## src/rtl/core/vrbe_isqrt.sv

```systemverilog
// ----------------------------------------------------------------------------
// vrbe_isqrt
// Pipelined restoring integer square root, one result bit per stage.
// ----------------------------------------------------------------------------
module vrbe_isqrt #(
	parameter int IN_W = 48
) (
	input  logic              clk,
	input  logic [IN_W-1:0]   radicand,
	output logic [IN_W/2-1:0] root
);

	localparam int STEPS = IN_W / 2;

	logic [IN_W-1:0] rem_s  [STEPS];
	logic [IN_W-1:0] root_s [STEPS];

	for (genvar i = 0; i < STEPS; i++) begin : g_step
		localparam logic [IN_W-1:0] BIT = IN_W'(1) << (IN_W - 2 - 2 * i);
		logic [IN_W-1:0] rem_i;
		logic [IN_W-1:0] root_i;
		logic [IN_W-1:0] trial;

		if (i == 0) begin : g_first
			assign rem_i  = radicand;
			assign root_i = '0;
		end else begin : g_next
			assign rem_i  = rem_s[i-1];
			assign root_i = root_s[i-1];
		end

		assign trial = root_i + BIT;

		// try the next bit, keep it if the remainder allows
		always_ff @(posedge clk) begin
			if (rem_i >= trial) begin
				rem_s[i]  <= rem_i - trial;
				root_s[i] <= (root_i >> 1) + BIT;
			end else begin
				rem_s[i]  <= rem_i;
				root_s[i] <= root_i >> 1;
			end
		end
	end

	assign root = root_s[STEPS-1][STEPS-1:0];

endmodule

```

## config.mk

```make
export PLATFORM = sky130hd
export DESIGN_NAME = vrbe_isqrt
export DESIGN_NICKNAME = d
export VERILOG_FILES = /design/src/rtl/core/vrbe_isqrt.sv
export SDC_FILE = /design/constraint.sdc
export NUM_CORES = 2
export LEC_CHECK = 0
export ABC_AREA = 1
export BUFFER_PORTS_ARGS = -buffer_cell sky130_fd_sc_hd__buf_2
export CORE_MARGIN = 2
export CORE_UTILIZATION = 52
export DETAILED_ROUTE_END_ITERATION = 10
export PLACE_DENSITY = 0.68
export SETUP_SLACK_MARGIN = 0.05
export SLEW_MARGIN = 20
export SYNTH_ARGS = -nofsm -noshare
export SYNTH_HDL_FRONTEND = slang
export SYNTH_SLANG_ARGS = --single-unit
```

## constraint.sdc

```tcl
create_clock -name clk -period 3.2 [get_ports clk]
set_input_delay 0.16 -clock clk [delete_from_list [all_inputs] [get_ports clk]]
set_output_delay 0.16 -clock clk [all_outputs]
set_load 0.05 [all_outputs]
```

Word level (Yosys, flattened, before mapping)
Memory sizes are Yosys's and may differ from the RTL's. Cells that the tools add are included.

Register bits: 0. RAM bits: 2304. Output and inout bits: 24. Word-level logic and storage cells: 264. Memories: 2.

Add/subtract/negate cells: 70. $lt $le $gt $ge: 24. Muxes and demuxes: 120. Bitwise gates (word level): 48.

Memories: rem_s (depth 24, bits a word 48, rd ports 23, clocked after memory_dff 0, write ports 24, RTL line 15) `logic [IN_W-1:0] rem_s [STEPS];`; root_s (depth 24, bits a word 48, rd ports 24, clocked after memory_dff 0, write ports 24, RTL line 16) `logic [IN_W-1:0] root_s [STEPS];`.

Operators by type and width (count): $mux W48 (48); $ge A48 B48 Y1 (23); $sub A48 B48 Y48 (23); $mux W1 (72); $add A47 B1 Y48 const B (1); $add A47 B11 Y48 const B (1); $add A47 B13 Y48 const B (1); $add A47 B15 Y48 const B (1); $add A47 B17 Y48 const B (1); $add A47 B19 Y48 const B (1); $add A47 B21 Y48 const B (1); $add A47 B23 Y48 const B (1); $add A47 B25 Y48 const B (1); $add A47 B27 Y48 const B (1); $add A47 B29 Y48 const B (1); $add A47 B3 Y48 const B (1); $add A47 B31 Y48 const B (1); $add A47 B33 Y48 const B (1); $add A47 B35 Y48 const B (1); $add A47 B37 Y48 const B (1); $add A47 B39 Y48 const B (1); $add A47 B41 Y48 const B (1); $add A47 B43 Y48 const B (1); $add A47 B45 Y48 const B (1); 29 further kinds (76).

Depth between registers and ports, before layout
An unclocked memory read counts as a cell.

Depth after elaboration: 6. Mapped depth: 17. Depth with buffers taken out: 16.

Least setup slack after synthesis
No wires, ideal clock.

Kind: register -> register. Start point: mem root_s[5][36] (netlist: root_s[0][276]). End point: mem rem_s[6][37]. Setup time: 0.113 ns. Arrival: 1.835 ns. Slack: 1.252 ns. Cell stages (with the launch flop): 12. Cell sequence: dfxtp_1 inv_1 ha_1 nand3b_1 nand3_2 a21oi_1 o21ai_1 nor2_2 nand2_2 buf_2 nand2_1 nand2_1.

RTL lines (RTL line): start: declaration (16); end: declaration (15).

==> results.tsv <==
stage	metric	value	unit
run_status	status	finished, final reports clean	
worst_setup_path	Critical Path, Cell by Cell	inv_1 > ha_1 > nand2_1 > nand2_1 > inv_2 > nand2_2 > nand2_1 > nand2_2 > nand2_1 > nand2_1 > nand2_1 > nand3_2 > inv_2 > buf_4 > o21ai_0	
detailed_routing	per-cell routed wire length	18.9	um
final_layout	# fillers	11500	
detailed_routing	DR pass1 iterations	8	
clocking	Clock transition at path regs	60	ps
final_layout	Finished Cell Area	0.0726	mm^2
synthesis	Syn. warnings	0	
floorplanning	Die Ht	355	um
clocking	# Post-CTS Setup Buffers	0	
synthesis	Syn Nets	9337	
floorplanning	die area	0.126	mm^2
worst_setup_path	family with the most delay on the worst path	simple AND/OR/NAND/NOR gates	
global_routing	largest net degree at the start of global routing	45	
global_routing	gr usage total	0.325	
worst_setup_path	Setup Crit Path Kind	flip-flop to flip-flop	
timing	Max Slew Vio Count	0	
synthesis	Yosys cell types	57	
synthesis	synthesized area per cell	7.16	um^2
timing	Final setup viols	0	
worst_setup_path	critical path's slowest cell	dfxtp_1	
clocking	Clock Path Buffers	3	
final_layout	Final #Nets	9632	
timing	Slew @ Worst Pin	761	ps
clocking	total CTS buffers	147	
placed_design	post-place setup slack	371	ps
worst_setup_path	CP max stage delay	450	ps
clocking	H-tree depth	4	
timing	setup_tns	0	ps
detailed_routing	final WL	208	mm
synthesis	Simple-Gate Fraction of Synth Area	0.306	
worst_setup_path	crit path buf inv count	4	
clocking	Clock Latency Late Sink	810	ps
synthesis	Post-Synth XOR/XNOR Area	0.0375	
final_layout	Area growth, synth to finish	13.2	%
hold_path	Hold Path Sink	rem_s[0][39]	
worst_setup_path	CP Launch Type	flip-flop	
worst_setup_path	RR Endpoint	rem_s[22][3]	
floorplanning	Die Width	355	um
timing	Final min period	2920	ps
detailed_routing	Via density	5.27	
placed_design	Placed Area	0.0665	mm^2
detailed_routing	# DRC	0	
hold_path	Hold Crit Class	input pin to flip-flop	
global_routing	first-pass GRT wire length	317	mm
final_layout	Register Area	0.0281	mm^2
detailed_routing	initial DRC count	5268	
global_routing	antenna violations before repair	11	
floorplanning	number of core rows	128	
timing	final worst setup slack	277	ps
worst_setup_path	CP endpoint kind	flip-flop	
floorplanning	I/O Pins	73	
pwr	maximum vdd drop	0.594	mV
final_layout	multi-input logic area	0.0304	mm^2
hold_path	Hold Path Cell Cnt	2	
placed_design	Port Buffers	72	
worst_setup_path	required time of the critical path	3790	ps
worst_setup_path	flop2flop setup slack	280	ps
timing	upper clock frequency limit	342	MHz
run	Max Cap Viol	0	
worst_setup_path	Worst Reg-to-Reg Cells	15	
timing	slew margin rel.	0.487	
timing	final critical-path share of the clock period	0.913	
synthesis	synthesized cell area	0.0642	mm^2
timing	RSZ-0062 raised after global routing	false	
synthesis	Synth Register Bits	1404	
global_routing	vias in the first global route	55300	
placed_design	routability cong.	1.04	
synthesis	area fraction in compound gates after synthesis	0.0682	
final_layout	layout cell share with drive strength beyond 1	0.0510	
timing	final hold violations	0	
synthesis	post-synthesis mux area share	0	
synthesis	register area share after synthesis	0.438	
clocking	CTS tree	built	
worst_setup_path	Critical Path AT	3510	ps
global_routing	total congestion overflow	0	
worst_setup_path	reg-to-reg startpoint	root_s[2][245]	
synthesis	EDFF count, synth	0	
synthesis	post-synthesis adder-cell area fraction	0.0628	
detailed_routing	post-route ant nets	0	
placed_design	post-DP HPWL	166	mm
floorplanning	core area	0.122	mm^2
synthesis	largest family of logic cells by synthesized area	simple AND/OR/NAND/NOR gates	
synthesis	Synth Flop Type	dfxtp_1	
pwr	P per Cell Area	928	mW/mm^2
clocking	Sink Count	1404	
hold_path	HP Start	radicand[39]	
synthesis	Gate Count Post-Synth	8966	
worst_setup_path	most frequent CP cell	nand2_1	
pwr	Pleak	36.8	nW
clocking	CTS root buf	clkbuf_16	
synthesis	Async SR Flop Fraction	0	
timing	clk_skew	58.2	ps
worst_setup_path	Critical Path Fanout Max	38	
floorplanning	effective utilization at floorplan	0.526	
detailed_routing	Via Count	58000	
pwr	Power, Total	67.4	mW
final_layout	most common cell after layout, fill and taps aside	nand2_1	
final_layout	most frequent cells in the layout	2707 x nand2_1, 1404 x dfxtp_1, 1362 x inv_1	
## registers in the layout, indices dropped and copies added, names as in the netlist
signal	cells
rem_s	1104
root_s	300
## cell type report
| cell class | instances | share of cell area |
|---|---|---|
| Multi-Input combinational cell | 6121 | 0.419 |
| Sequential cell | 1404 | 0.387 |
| Inverter | 1373 | 0.0710 |
| Clock buffer | 202 | 0.0579 |
| Tap cell | 1625 | 0.0280 |
| Timing Repair Buffer | 214 | 0.0229 |
| Clock inverter | 70 | 0.0145 |
| Antenna cell | 1 | 0.0000344 |
## per-layer routing
metal / vias up / GRT usage / wire length, um
li1: 28800 / - / -
met1: 26500 / 0.466 / 98200
met2: 2229 / 0.489 / 86200
met3: 435 / 0.0567 / 16300
met4: 4 / 0.119 / 7710
met5: - / 0 / 23
## cell usage after synthesis (12+ instances only)
master | count | area, um^2
a21o_1 | 13 | 97.6
a21oi_1 | 387 | 1940
a21oi_2 | 29 | 254
buf_2 | 40 | 200
buf_6 | 14 | 158
dfxtp_1 | 1404 | 28100
ha_1 | 322 | 4030
inv_1 | 1362 | 5110
nand2_1 | 2707 | 10200
nand2_2 | 12 | 75.1
nand3_1 | 476 | 2380
nand3b_1 | 49 | 368
nand4_1 | 191 | 1190
nor2_1 | 999 | 3750
nor2_2 | 16 | 100
nor3_1 | 135 | 676
nor4_1 | 77 | 482
o21ai_0 | 256 | 1280
o21ai_1 | 53 | 265
o21bai_1 | 22 | 165
or2_2 | 18 | 113
xnor2_1 | 135 | 1180
xor2_1 | 140 | 1230
## cell families after synthesis
logic type | after synthesis
fa+ha+maj | 322
buf+inv | 1441
simple gates | 4718
compound gates | 806
flops | 1404
xor+xnor | 275
## report_power, final
part / internal, mW / switching, mW / leakage, nW / total [mW]
clock: 10.4 / 7.59 / 2.53 / 18.0
sequential: 21.8 / 4.66 / 11.8 / 26.4
combinational: 7.72 / 15.3 / 22.5 / 23.0
total: 39.9 / 27.6 / 36.8 / 67.4
## worst register-to-register path, delay by kind of cell (launching register included)
family,cells,cell delay (ps)
simple gates,9,1040
buf+inv,4,670
flops,1,450
fa+ha+maj,1,360
compound gates,1,230
## timing repair
item	4_1_cts	5_1_grt
hold buffers	89	0
setup endpoints to repair	0	1
gates resized for setup	0	1
endpoints found under the hold margin	49	0
## worst max-delay path by stage
stage,start,to,slack (ps),cells past startpoint
4_1_cts,root_s[2][245],rem_s[22][3],310,15
3_5_place_dp,root_s[1][314],rem_s[15][29],370,10
3_3_place_gp,root_s[1][314],rem_s[15][29],290,10
5_1_grt,root_s[2][245],rem_s[22][3],110,15
2_1_floorplan,root_s[0][276],rem_s[6][37],1250,11
6_report,root_s[2][245],rem_s[22][3],280,15
## stage by stage
stage	hold WS (ps)	util	instances
5_1_grt	52.8	0.595	11000
3_5_place_dp	278	0.545	10600
4_1_cts	0.326	0.595	11000
3_3_place_gp	277	0.545	10600
2_1_floorplan	188	-	8966
6_report	91.8	0.595	11000
(Power assumes the default switching activity.)
