`src/rtl/core/vrbe_pkg.sv`:
```
// ----------------------------------------------------------------------------
// vrbe_pkg
// Widths, payload types, CORDIC arctangent table and pipeline latencies.
// ----------------------------------------------------------------------------
package vrbe_pkg;

	localparam int COORD_WIDTH = 24;
	localparam int ANGLE_WIDTH = 16;
	localparam int SQ_WIDTH    = 2 * COORD_WIDTH;
	localparam int DP_WIDTH    = 64;   // internal datapath of the angle units
	localparam int TURN_WIDTH  = 32;   // angle accumulator, one turn = 2^32
	localparam int ITERS       = 32;   // CORDIC micro-rotations
	localparam int HSQRT_OUT   = DP_WIDTH / 2;

	// pipeline depths
	localparam int FRONT_LAT  = 3;                 // input, squares, sums
	localparam int HNORM_LAT  = 5;
	localparam int HSQRT_LAT  = HSQRT_OUT;
	localparam int CORDIC_LAT = 1 + 6 + 1 + ITERS + 1;
	localparam int LATENCY    = FRONT_LAT + HNORM_LAT + HSQRT_LAT + CORDIC_LAT;

	// atan(2^-i) as a fraction of a turn
	localparam logic [TURN_WIDTH-1:0] ATAN_TURNS [ITERS] = '{
		32'd536870912, 32'd316933406, 32'd167458907, 32'd85004756,
		32'd42667331,  32'd21354465,  32'd10679838,  32'd5340245,
		32'd2670163,   32'd1335087,   32'd667544,    32'd333772,
		32'd166886,    32'd83443,     32'd41722,     32'd20861,
		32'd10430,     32'd5215,      32'd2608,      32'd1304,
		32'd652,       32'd326,       32'd163,       32'd81,
		32'd41,        32'd20,        32'd10,        32'd5,
		32'd3,         32'd1,         32'd1,         32'd0
	};

	localparam logic [TURN_WIDTH-1:0] HALF_TURN = 32'h8000_0000;

	typedef struct packed {
		logic signed [COORD_WIDTH-1:0] coord_x;
		logic signed [COORD_WIDTH-1:0] coord_y;
		logic signed [COORD_WIDTH-1:0] coord_z;
	} vrbe_in_t;

	typedef struct packed {
		logic [SQ_WIDTH-1:0]           range_squared;
		logic [COORD_WIDTH-1:0]        range;
		logic signed [ANGLE_WIDTH-1:0] bearing;
		logic signed [ANGLE_WIDTH-1:0] elevation;
	} vrbe_out_t;

endpackage

```
`src/rtl/core/vrbe_hnorm.sv`:
```
// ----------------------------------------------------------------------------
// vrbe_hnorm
// Scales x^2+y^2 by the largest 4^k that stays below 2^62, z by 2^k.
// ----------------------------------------------------------------------------
module vrbe_hnorm
	import vrbe_pkg::*;
(
	input  logic                          clk,
	input  logic [SQ_WIDTH-1:0]           horiz,
	input  logic signed [COORD_WIDTH-1:0] z,
	output logic [DP_WIDTH-1:0]           s,
	output logic signed [DP_WIDTH-1:0]    z_scaled
);

	logic [DP_WIDTH-1:0]        s_s  [HNORM_LAT];
	logic signed [DP_WIDTH-1:0] z_s  [HNORM_LAT];
	logic                       nz_s [HNORM_LAT];

	// binary search on k: steps of 16, 8, 4, 2, 1
	for (genvar j = 0; j < HNORM_LAT; j++) begin : g_step
		localparam int A = 16 >> j;
		logic [DP_WIDTH-1:0]        s_i;
		logic signed [DP_WIDTH-1:0] z_i;
		logic                       nz_i;
		logic                       fits;

		if (j == 0) begin : g_first
			assign s_i  = DP_WIDTH'(horiz);
			assign z_i  = DP_WIDTH'(z);
			assign nz_i = (horiz != '0);
		end else begin : g_next
			assign s_i  = s_s[j-1];
			assign z_i  = z_s[j-1];
			assign nz_i = nz_s[j-1];
		end

		// s << 2A still below 2^62; a zero sum is left unscaled
		assign fits = nz_i && (s_i[DP_WIDTH-1 -: 2*A+2] == '0);

		always_ff @(posedge clk) begin
			nz_s[j] <= nz_i;
			if (fits) begin
				s_s[j] <= s_i << (2 * A);
				z_s[j] <= z_i <<< A;
			end else begin
				s_s[j] <= s_i;
				z_s[j] <= z_i;
			end
		end
	end

	assign s        = s_s[HNORM_LAT-1];
	assign z_scaled = z_s[HNORM_LAT-1];

endmodule

```
`config.mk`:
```
export PLATFORM = sky130hd
export DESIGN_NAME = vrbe_hnorm
export DESIGN_NICKNAME = d
export VERILOG_FILES = /design/src/rtl/core/vrbe_pkg.sv /design/src/rtl/core/vrbe_hnorm.sv
export SDC_FILE = /design/constraint.sdc
export NUM_CORES = 1
export LEC_CHECK = 0
export BUFFER_PORTS_ARGS = -buffer_cell sky130_fd_sc_hd__buf_2
export CAP_MARGIN = 20
export CELL_PAD_IN_SITES_DETAIL_PLACEMENT = 1
export CELL_PAD_IN_SITES_GLOBAL_PLACEMENT = 2
export CORE_MARGIN = 3
export CORE_UTILIZATION = 35
export DETAILED_ROUTE_END_ITERATION = 10
export PLACE_DENSITY_LB_ADDON = 0.1
export SYNTH_ARGS = -nofsm -noshare
export SYNTH_HDL_FRONTEND = slang
export SYNTH_SLANG_ARGS = --single-unit
```
`constraint.sdc`:
```
create_clock -name clk -period 2 [get_ports clk]
set_input_delay 0.2 -clock clk [delete_from_list [all_inputs] [get_ports clk]]
set_output_delay 0.2 -clock clk [all_outputs]
set_load 0.005 [all_outputs]
```
* After elaboration in Yosys (flattened, before gate mapping)
Memory sizes are Yosys's and may differ from the RTL's.
Index checks and enable logic that the tools add are counted.
** Operators by class
- Equality and inequality tests :: 0
- Divide/modulo/power cells :: 0
- Muxes and demuxes :: 25
- Add/sub/neg operators :: 0
- $lt $le $gt $ge :: 0
- Multipliers :: 0
- Shifts and indexed selects :: 0
- Bitwise operators :: 10
- Reductions and logical operators :: 11
** Operator list (number)
- 64-bit 2-to-1 mux :: 10
- 48-bit nonzero test :: 1
- 34-bit zero test :: 1
- 18-bit zero test :: 1
- 1-bit 2-to-1 mux :: 15
- 10-bit zero test :: 1
- 1-bit bitwise OR :: 10
- 6-bit zero test :: 1
- 1-bit logical AND :: 5
- 4-bit zero test :: 1
** Word-level totals
- ROM bits :: 0
- Word-level logic and storage cells :: 49
- Output and inout port bits :: 128
- Memories kept :: 3
- Bits in latches :: 0
- Bits in registers :: 0
- Bits in writable memories :: 645
- Input bits :: 73
** Memories
- s_s :: words 5, width 64, read ports 5, clocked after Yosys merged registers in 0, write ports 5, line vrbe_hnorm.sv:15 : logic [DP_WIDTH-1:0] s_s [HNORM_LAT];
- z_s :: words 5, width 64, read ports 5, clocked after Yosys merged registers in 0, write ports 5, line vrbe_hnorm.sv:16 : logic signed [DP_WIDTH-1:0] z_s [HNORM_LAT];
- nz_s :: words 5, width 1, read ports 4, clocked after Yosys merged registers in 0, write ports 5, line vrbe_hnorm.sv:17 : logic nz_s [HNORM_LAT];

* Longest topological paths before layout
Gate-level depths: netlist (run 1).
An unclocked memory read counts as a cell.
- Word-level depth :: 6
- Depth in mapped cells :: 7
- Mapped depth without buffers :: 4

* Worst setup path after synthesis (run 1)
OpenSTA, ideal clock, no wires.
- Path type :: register to register
- Start point :: memory s_s[1][60]
- End point :: memory s_s[2][52]
- Path slack :: 21 ps
- Setup time :: 123 ps
- Data arrival time :: 1855 ps
- Clock period less this slack :: 1979 ps
- Cell stages (with the launch flop) :: 6
- Buffers on the path :: 2
- Data required time :: 1877 ps
- Path through :: dfxtp_1 > or4b_1 > nor4_4 > buf_4 > buf_4 > mux2_1
** RTL lines (line)
- from (decl) :: vrbe_hnorm.sv:15

==> out/results.txt, run 1 <==
status: finished with violations
failing checks: negative setup slack
fin util: 0.458
Filler cells: 5277
chip height: 231 um
Antenna Nets Post-Route: 0
DRC: 0
sequential-to-total area share from yosys stat: 0.649
Worst-Skew Late Latency: 600 ps
Post-Synth Adder-Cell Area: 0
commonest non-fill, non-tap cell in the layout: dfxtp_1
Mapped Area: 0.0177 sq mm
largest fanout on the critical path: 8
total die area: 0.0532 sq mm
maxcap violations: 0
Die W: 231 um
final worst slack: -40.2 ps
total iterations of the first detailed-routing run: 4
RSZ-0062 raised after global routing: yes
area grow syn2layout: 28.2%
power density cells: 1150 mW/mm^2
largest net degree at the start of global routing: 67
Inserted Clock Buffers: 59
DR vias/cell: 4.32
final period utilization: 1.02
Hold Fails Final Rpt: 0
Slew Limit Fails: 0
Synth Area in Compound Gates: 0.0240
wire per inst: 18.4 um
Max Root-Sink Buffers: 3
worst path required time: 2480 ps
Synth Area in Simple Gates: 0.116
clock sinks: 573
Syn Inst Count: 1469
largest family of logic cells by synthesized area: multiplexers
Core Area: 0.0495 sq mm
IO buf count: 200
total congestion overflow: 0
leakage power: 0.0102 uW
first-pass GRT wire length: 70100 um
Final Skew: 12.3 ps
Placer Congestion: 0.775
synth warn: 0
multiplexer share of the synthesized area: 0.185
drt initial violations: 423
setup violators final: 56
area occupied by multi-input gates: 0.00593 sq mm
storage element area: 0.0115 sq mm
I/O pins: 201
TritonCTS clock tree: built
Tmin final: 2040 ps
layout cells sized above 1: 0.346
most frequent cells in the layout: dfxtp_1, nand2_1, mux2_2
Distinct cells, synth: 28
Synth Area per Inst: 12.0 sq um
crit start category: flop
GRT Overall Usage: 0.170
Worst VDD drop: 0.000596 V
HPWL after DPL: 32200 um
# diodes: 0
arrival time worst endpoint: 2520 ps
Starting Density: 0.357
root buf cell: clkbuf_16
initial antenna violation count: 0
Final nets: 1838
Synth Register Bits: 573
clock slew at reported path FFs: 60 ps
Synth Area in XOR/XNOR: 0
Rows: 81
vias: 10.7k
routed wire length: 45700 um
Min-Delay Path Class: in -> reg
Fmax: 490 MHz
htree depth: 2
vias in the first global route: 11.4k
Post-Place Worst Slack: -80.6 ps
Worst Path Class, Setup: reg -> reg
CP Capture Type: flop
==> critical path: stages (launching register included) <==
cell,delay [ps]
dfxtp_1,310
or4b_4,570
nor4_4,280
buf_6,250
clkbuf_16,180
mux2_2,330
==> stage by stage <==
stage | setup TNS, ps | hold WS [ps] | total power (uW) | cells | instance area [sq um]
global route | -7140 | 256 | 27200 | 2478 | 22700
global placement | -3310 | 319 | 15200 | 2281 | 19600
detailed placement | -5260 | 321 | 15200 | 2281 | 19600
floorplan | 0 | 228 | 14200 | 1470 | 17700
finish | -745 | 260 | 26000 | 2478 | 22700
CTS | -178 | 215 | 26300 | 2465 | 22400
==> Yosys cell counts <==
cell | instances | area share
a21o_1 | 49 | 0.021
and2_1 | 68 | 0.024
and4_1 | 1 | 0.00050
buf_1 | 2 | 0.00042
buf_2 | 20 | 0.0057
buf_4 | 15 | 0.0064
clkbuf_1 | 57 | 0.012
conb_1 | 1 | 0.00021
dfxtp_1 | 573 | 0.65
inv_1 | 4 | 0.00085
mux2_1 | 45 | 0.029
mux2_2 | 246 | 0.16
nand2_1 | 309 | 0.066
nand3_1 | 2 | 0.00057
nand4_1 | 2 | 0.00071
nor2_1 | 4 | 0.00085
nor2b_1 | 40 | 0.014
nor3_1 | 2 | 0.00057
nor4_1 | 15 | 0.0053
nor4_4 | 1 | 0.0012
nor4b_1 | 2 | 0.00099
o211a_1 | 1 | 0.00057
o211ai_2 | 1 | 0.00071
o21ai_0 | 5 | 0.0014
o41ai_1 | 1 | 0.00050
or2_2 | 1 | 0.00035
or4_1 | 1 | 0.00042
or4b_1 | 1 | 0.00057
==> sequential cells by signal (all words and copies together) (netlist names) <==
| name | flops |
|---|---|
| z_s | 249 |
| nz_s | 4 |
| s_s | 320 |
==> timing repair <==
action / in CTS / in global routing
buffers inserted: 0 / 8
pin swaps: 1 / 2
hold buffers: 72 / 0
endpoints found under the setup margin: 76 / 166
endpoints found under the hold margin: 103 / 0
cloned: 2 / 5
resized for setup: 13 / 33
==> worst paths after layout <==
kind,start,to,cells past startpoint,slack [ps]
max,s_s[1][63],s_s[2][11],5,-40
min,horiz[31],s_s[0][31],2,260
max reg2reg,s_s[1][63],s_s[2][11],5,-40
min reg2reg,nz_s[0][1],nz_s[0][2],0,340
==> per-layer routing <==
metal,up-vias,track usage,share of wire
li1,5406,-,-
met1,5033,0.251,0.51
met2,199,0.256,0.43
met3,65,0.0326,0.045
met4,0,0.0407,0.019
met5,-,0,0
==> area by class of cell <==
| cell class | instances | share of cell area |
|---|---|---|
| clock inverter | 14 | 0.00442 |
| tap | 664 | 0.0367 |
| timing repair buffer | 328 | 0.109 |
| inverter | 4 | 0.000662 |
| sequential | 573 | 0.506 |
| multi-input combinational | 799 | 0.261 |
| clock buffer | 96 | 0.0815 |
==> where the power goes <==
part / switching [uW] / internal (uW)
sequential: 552 / 12500
clock: 4380 / 6400
combinational: 924 / 1230
total: 5860 / 20100
==> kinds of logic after synthesis <==
kind of cell    after synthesis
mux                         291
flops                       573
buf+inv                      98
simple gates                449
compound gates               57
other cells                   1
No activity file was read; power rests on OpenSTA's default activity.
==> run 2: changes to the inputs <==
==> constraint.sdc (replaced) <==
create_clock -name clk -period 2 [get_ports clk]
set_input_delay 0.3 -clock clk [delete_from_list [all_inputs] [get_ports clk]]
set_output_delay 0.3 -clock clk [all_outputs]
set_load 0.005 [all_outputs]
==> out/results.txt, run 2 (synthesis gave the netlist of run 1 again) <==
storage element area: 0.0115 sq mm
RSZ-0062 raised after global routing: yes
met1 usage: 0.249
CP cell instances: or4b_4 > nor4_4 > buf_6 > buf_12 > clkbuf_16 > mux2_1
biggest registers after layout: s_s: 320 flops, z_s: 249 flops, nz_s: 4 flops
most frequent cells in the layout: dfxtp_1, nand2_1, mux2_2
Inserted Clock Buffers: 59
Sequential Power Share: 0.491
Filler cells: 5271
met2 Track Usage GR: 0.252
commonest non-fill, non-tap cell in the layout: dfxtp_1
drt initial violations: 423
Largest Register: s_s
first-pass GRT wire length: 69300 um
Placer Congestion: 0.799
crit start category: flop
Rows: 81
number of flip-flops in the largest register: 320
Max Root-Sink Buffers: 3
routed wire length: 45200 um
hold_ws: 290 ps
area occupied by multi-input gates: 0.00597 sq mm
Combinational Power Share: 0.082
final period utilization: 1.03
Tmin final: 2060 ps
gr busiest metal: met2
fin util: 0.461
Final nets: 1840
initial antenna violation count: 0
largest fanout on the critical path: 7
clock power share: 0.428
Fmax: 485 MHz
area grow syn2layout: 29.0%
Starting Density: 0.357
largest net degree at the start of global routing: 67
vias: 10.7k
wire per inst: 18.2 um
htree depth: 2
power density cells: 1170 mW/mm^2
worst path required time: 2480 ps
Worst-Skew Late Latency: 600 ps
CP Capture Type: flop
Power Internal: 20700 uW
Final Skew: 16.3 ps
slowest stage cell, crit path: or4b_4
Die W: 231 um
DRC: 0
clock slew at reported path FFs: 60 ps
Hold Fails Final Rpt: 0
I/O pins: 201
final worst slack: -63.0 ps
HPWL after DPL: 32600 um
total iterations of the first detailed-routing run: 7
total congestion overflow: 0
layout cells sized above 1: 0.351
Layout Cells excl Fill: 2479
failing checks: negative setup slack
total die area: 0.0532 sq mm
setup violators final: 79
clock sinks: 573
Antenna Nets Post-Route: 0
maxcap violations: 0
IO buf count: 200
TritonCTS clock tree: built
leakage power: 0.0103 uW
placed insts: 2288
Crit path max-delay family: simple AND/OR/NAND/NOR gates
chip height: 231 um
DR vias/cell: 4.31
Worst VDD drop: 0.000607 V
Core Area: 0.0495 sq mm
slowest stage delay, CP: 560 ps
Post-Place Worst Slack: -185 ps
Worst Path Class, Setup: reg -> reg
M3 GR Usage: 0.0244
placed instance area: 0.0197 sq mm
Min-Delay Path Class: in -> reg
switch share: 0.223
GRT Overall Usage: 0.168
vias in the first global route: 11.5k
switching power: 5930 uW
status: finished with violations
root buf cell: clkbuf_16
arrival time worst endpoint: 2540 ps
Slew Limit Fails: 0
fin area: 0.0228 sq mm
Crit path buffers/inverters: 3
[run 2: cell type report]
| type | count | area share |
|---|---|---|
| antenna | 1 | 0.000110 |
| clock buffer | 80 | 0.0740 |
| clock inverter | 28 | 0.0154 |
| inverter | 4 | 0.000659 |
| multi-input combinational | 799 | 0.262 |
| sequential | 573 | 0.503 |
| tap | 664 | 0.0364 |
| timing repair buffer | 330 | 0.108 |
[run 2: path summary, 6_finish.rpt]
| check | start | depth (start not counted) | end | slack, ps |
|---|---|---|---|---|
| max | s_s[1][60] | 6 | z_s[2][44] | -60 |
| max reg2reg | s_s[1][60] | 6 | z_s[2][44] | -60 |
| min reg2reg | z_s[3][62] | 0 | z_s[4][62] | 350 |
| min | horiz[27] | 5 | nz_s[0][0] | 290 |
[run 2: what timing repair did]
action	4_1_cts	5_1_grt
pin swaps	1	2
resized for setup	19	42
cloned	0	4
endpoints found under the setup margin	92	175
hold endpoints to repair	101	0
buffers inserted	3	3
hold buffers	72	0
[run 2: tightest hold or removal path, delay by kind of cell]
kind / cells / cell delay [ps]
buf+inv: 1 / 120
simple gates: 4 / 440
[run 2: layer usage]
metal	part of all wire	wire (um)
met5	0	0
met3	0.036	1640
met4	0.026	1170
met2	0.43	19500
met1	0.51	23000
[run 2: stage by stage]
step	power [uW]	TNS, ps
after global routing	27800	-7830
final	26600	-2710
after global placement	15300	-10140
after CTS	26900	-6360
after detailed placement	15300	-18860
after floorplan	14200	0
[run 2: power by group through the flow]
stage          logic, uW  clock network [uW]  registers [uW]
6_report            2170               11400           13100
2_1_floorplan       1090                   0           13100
3_5_place_dp        1960                   0           13300
4_1_cts             2120               11700           13100
3_3_place_gp        1940                   0           13300
5_1_grt             2390               12200           13200
==> run 3: changes to the inputs <==
--- a/config.mk
+++ b/config.mk
@@ -13,6 +13,8 @@
 export CORE_UTILIZATION = 35
 export DETAILED_ROUTE_END_ITERATION = 10
 export PLACE_DENSITY_LB_ADDON = 0.1
+export REMOVE_ABC_BUFFERS = 1
+export SKIP_LAST_GASP = 1
 export SYNTH_ARGS = -nofsm -noshare
 export SYNTH_HDL_FRONTEND = slang
 export SYNTH_SLANG_ARGS = --single-unit
==> out/results.txt, run 3 (synthesis gave the netlist of run 1 again) <==
Hold Fails Final Rpt: 0
vias: 10.7k
setup violators final: 77
Worst Hold End: s_s[0][44]
Starting Density: 0.357
Largest Register: s_s
Slew headroom: 0.539
largest fanout on the critical path: 5
placed insts: 2286
DR vias/cell: 4.34
arrival time worst endpoint: 2560 ps
area grow syn2layout: 28.5%
total iterations of the first detailed-routing run: 4
routed wire length: 44300 um
Rows: 81
largest net degree at the start of global routing: 67
crit start category: input pin
IO buf count: 200
RSZ-0062 raised after global routing: yes
Fmax: 485 MHz
first-pass GRT wire length: 68100 um
number of flip-flops in the largest register: 320
total die area: 0.0532 sq mm
vias in the first global route: 11.6k
Antenna Nets Post-Route: 0
biggest registers after layout: s_s: 320 flops, z_s: 249 flops, nz_s: 4 flops
Die W: 231 um
htree depth: 2
Placer Congestion: 0.832
final period utilization: 1.03
placed instance area: 0.0196 sq mm
Slew Limit Fails: 0
clock sinks: 573
Final nets: 1831
initial antenna violation count: 1
most frequent cells in the layout: dfxtp_1, nand2_1, mux2_2
leakage power: 0.0102 uW
clock slew at reported path FFs: 60 ps
DRC: 0
root buf cell: clkbuf_16
Final Skew: 12.2 ps
Layout Cells excl Fill: 2472
Critical R2R Capture: s_s[2][14]
GRT Overall Usage: 0.164
drt initial violations: 341
reg2reg setup slack: -60 ps
TritonCTS clock tree: built
FF-to-FF path depth: 5
wire per inst: 17.9 um
Min-Delay Path Class: in -> reg
Inserted Clock Buffers: 59
worst path required time: 2490 ps
failing checks: negative setup slack
Worst Max-Slew Pin Slew: 691 ps
r2r startpoint: s_s[1][60]
hold_ws: 84.7 ps
final worst slack: -63.5 ps
status: finished with violations
commonest non-fill, non-tap cell in the layout: dfxtp_1
chip height: 231 um
total congestion overflow: 0
Tmin final: 2060 ps
Worst-Skew Late Latency: 600 ps
Worst Path Class, Setup: in -> reg
Max Root-Sink Buffers: 3
HPWL after DPL: 29900 um
Core Area: 0.0495 sq mm
CP Capture Type: flop
Worst VDD drop: 0.000956 V
hold depth: 3
power density cells: 1160 mW/mm^2
fin area: 0.0227 sq mm
I/O pins: 201
layout cells sized above 1: 0.349
worst hold path startpoint: horiz[12]
Post-Place Worst Slack: -138 ps
maxcap violations: 0
-- run 3: cell type report --
class / count / area (sq um)
fill: 5250 / 26800
sequential: 573 / 11500
multi-input combinational: 799 / 5950
timing repair buffer: 321 / 2430
clock buffer: 87 / 1760
tap: 664 / 831
clock inverter: 23 / 243
inverter: 4 / 15.0
antenna: 1 / 2.50
-- run 3: worst max-delay path by stage --
stage,depth (start not counted),to,slack [ps],start
after floorplan,4,s_s[1][16],-3450,s_s[0][52]
after global placement,5,s_s[2][9],-70,s_s[1][60]
after detailed placement,5,s_s[2][17],-140,s_s[1][60]
after CTS,5,z_s[2][15],-70,s_s[1][60]
after global routing,5,z_s[2][37],-120,s_s[1][60]
final,10,s_s[0][6],-60,horiz[36]
-- run 3: worst max-delay path, cell delays in order --
cell and delay (ps):
dlygate4sd3_1 570, buf_2 170, nor4_1 280, and4_2 340, buf_4 150, o211ai_4 130
clkbuf_16 200, buf_4 130, buf_4 140, and2_1 140
-- run 3: where the power goes --
group          leakage, uW  internal (uW)  total, uW  switching (uW)
Combinational      0.00442           1190       2090             900
Clock              0.00100           6720      11200            4440
Sequential         0.00481          12500      13000             495
Total               0.0102          20400      26200            5830
-- run 3: metal layers --
layer	part of all wire	global-route usage
met5	0	0
met2	0.45	0.256
met3	0.039	0.0308
met4	0.026	0.0571
met1	0.49	0.227
-- run 3: per-stage QoR --
step	power (uW)	util	TNS, ps
after floorplan	14200	-	-975310
after global placement	15200	0.397	-3180
after detailed placement	15200	0.397	-7730
after CTS	26600	0.451	-2640
after global routing	27500	0.459	-8230
final	26200	0.459	-2750
-- run 3: what timing repair did --
action                                  CTS  global route
hold buffers                             66             0
gates cloned                              0             8
hold endpoints to repair                 92             0
buffers inserted                          2             8
endpoints found under the setup margin   89           151
pin swaps                                 0             6
resized for setup                         2            43
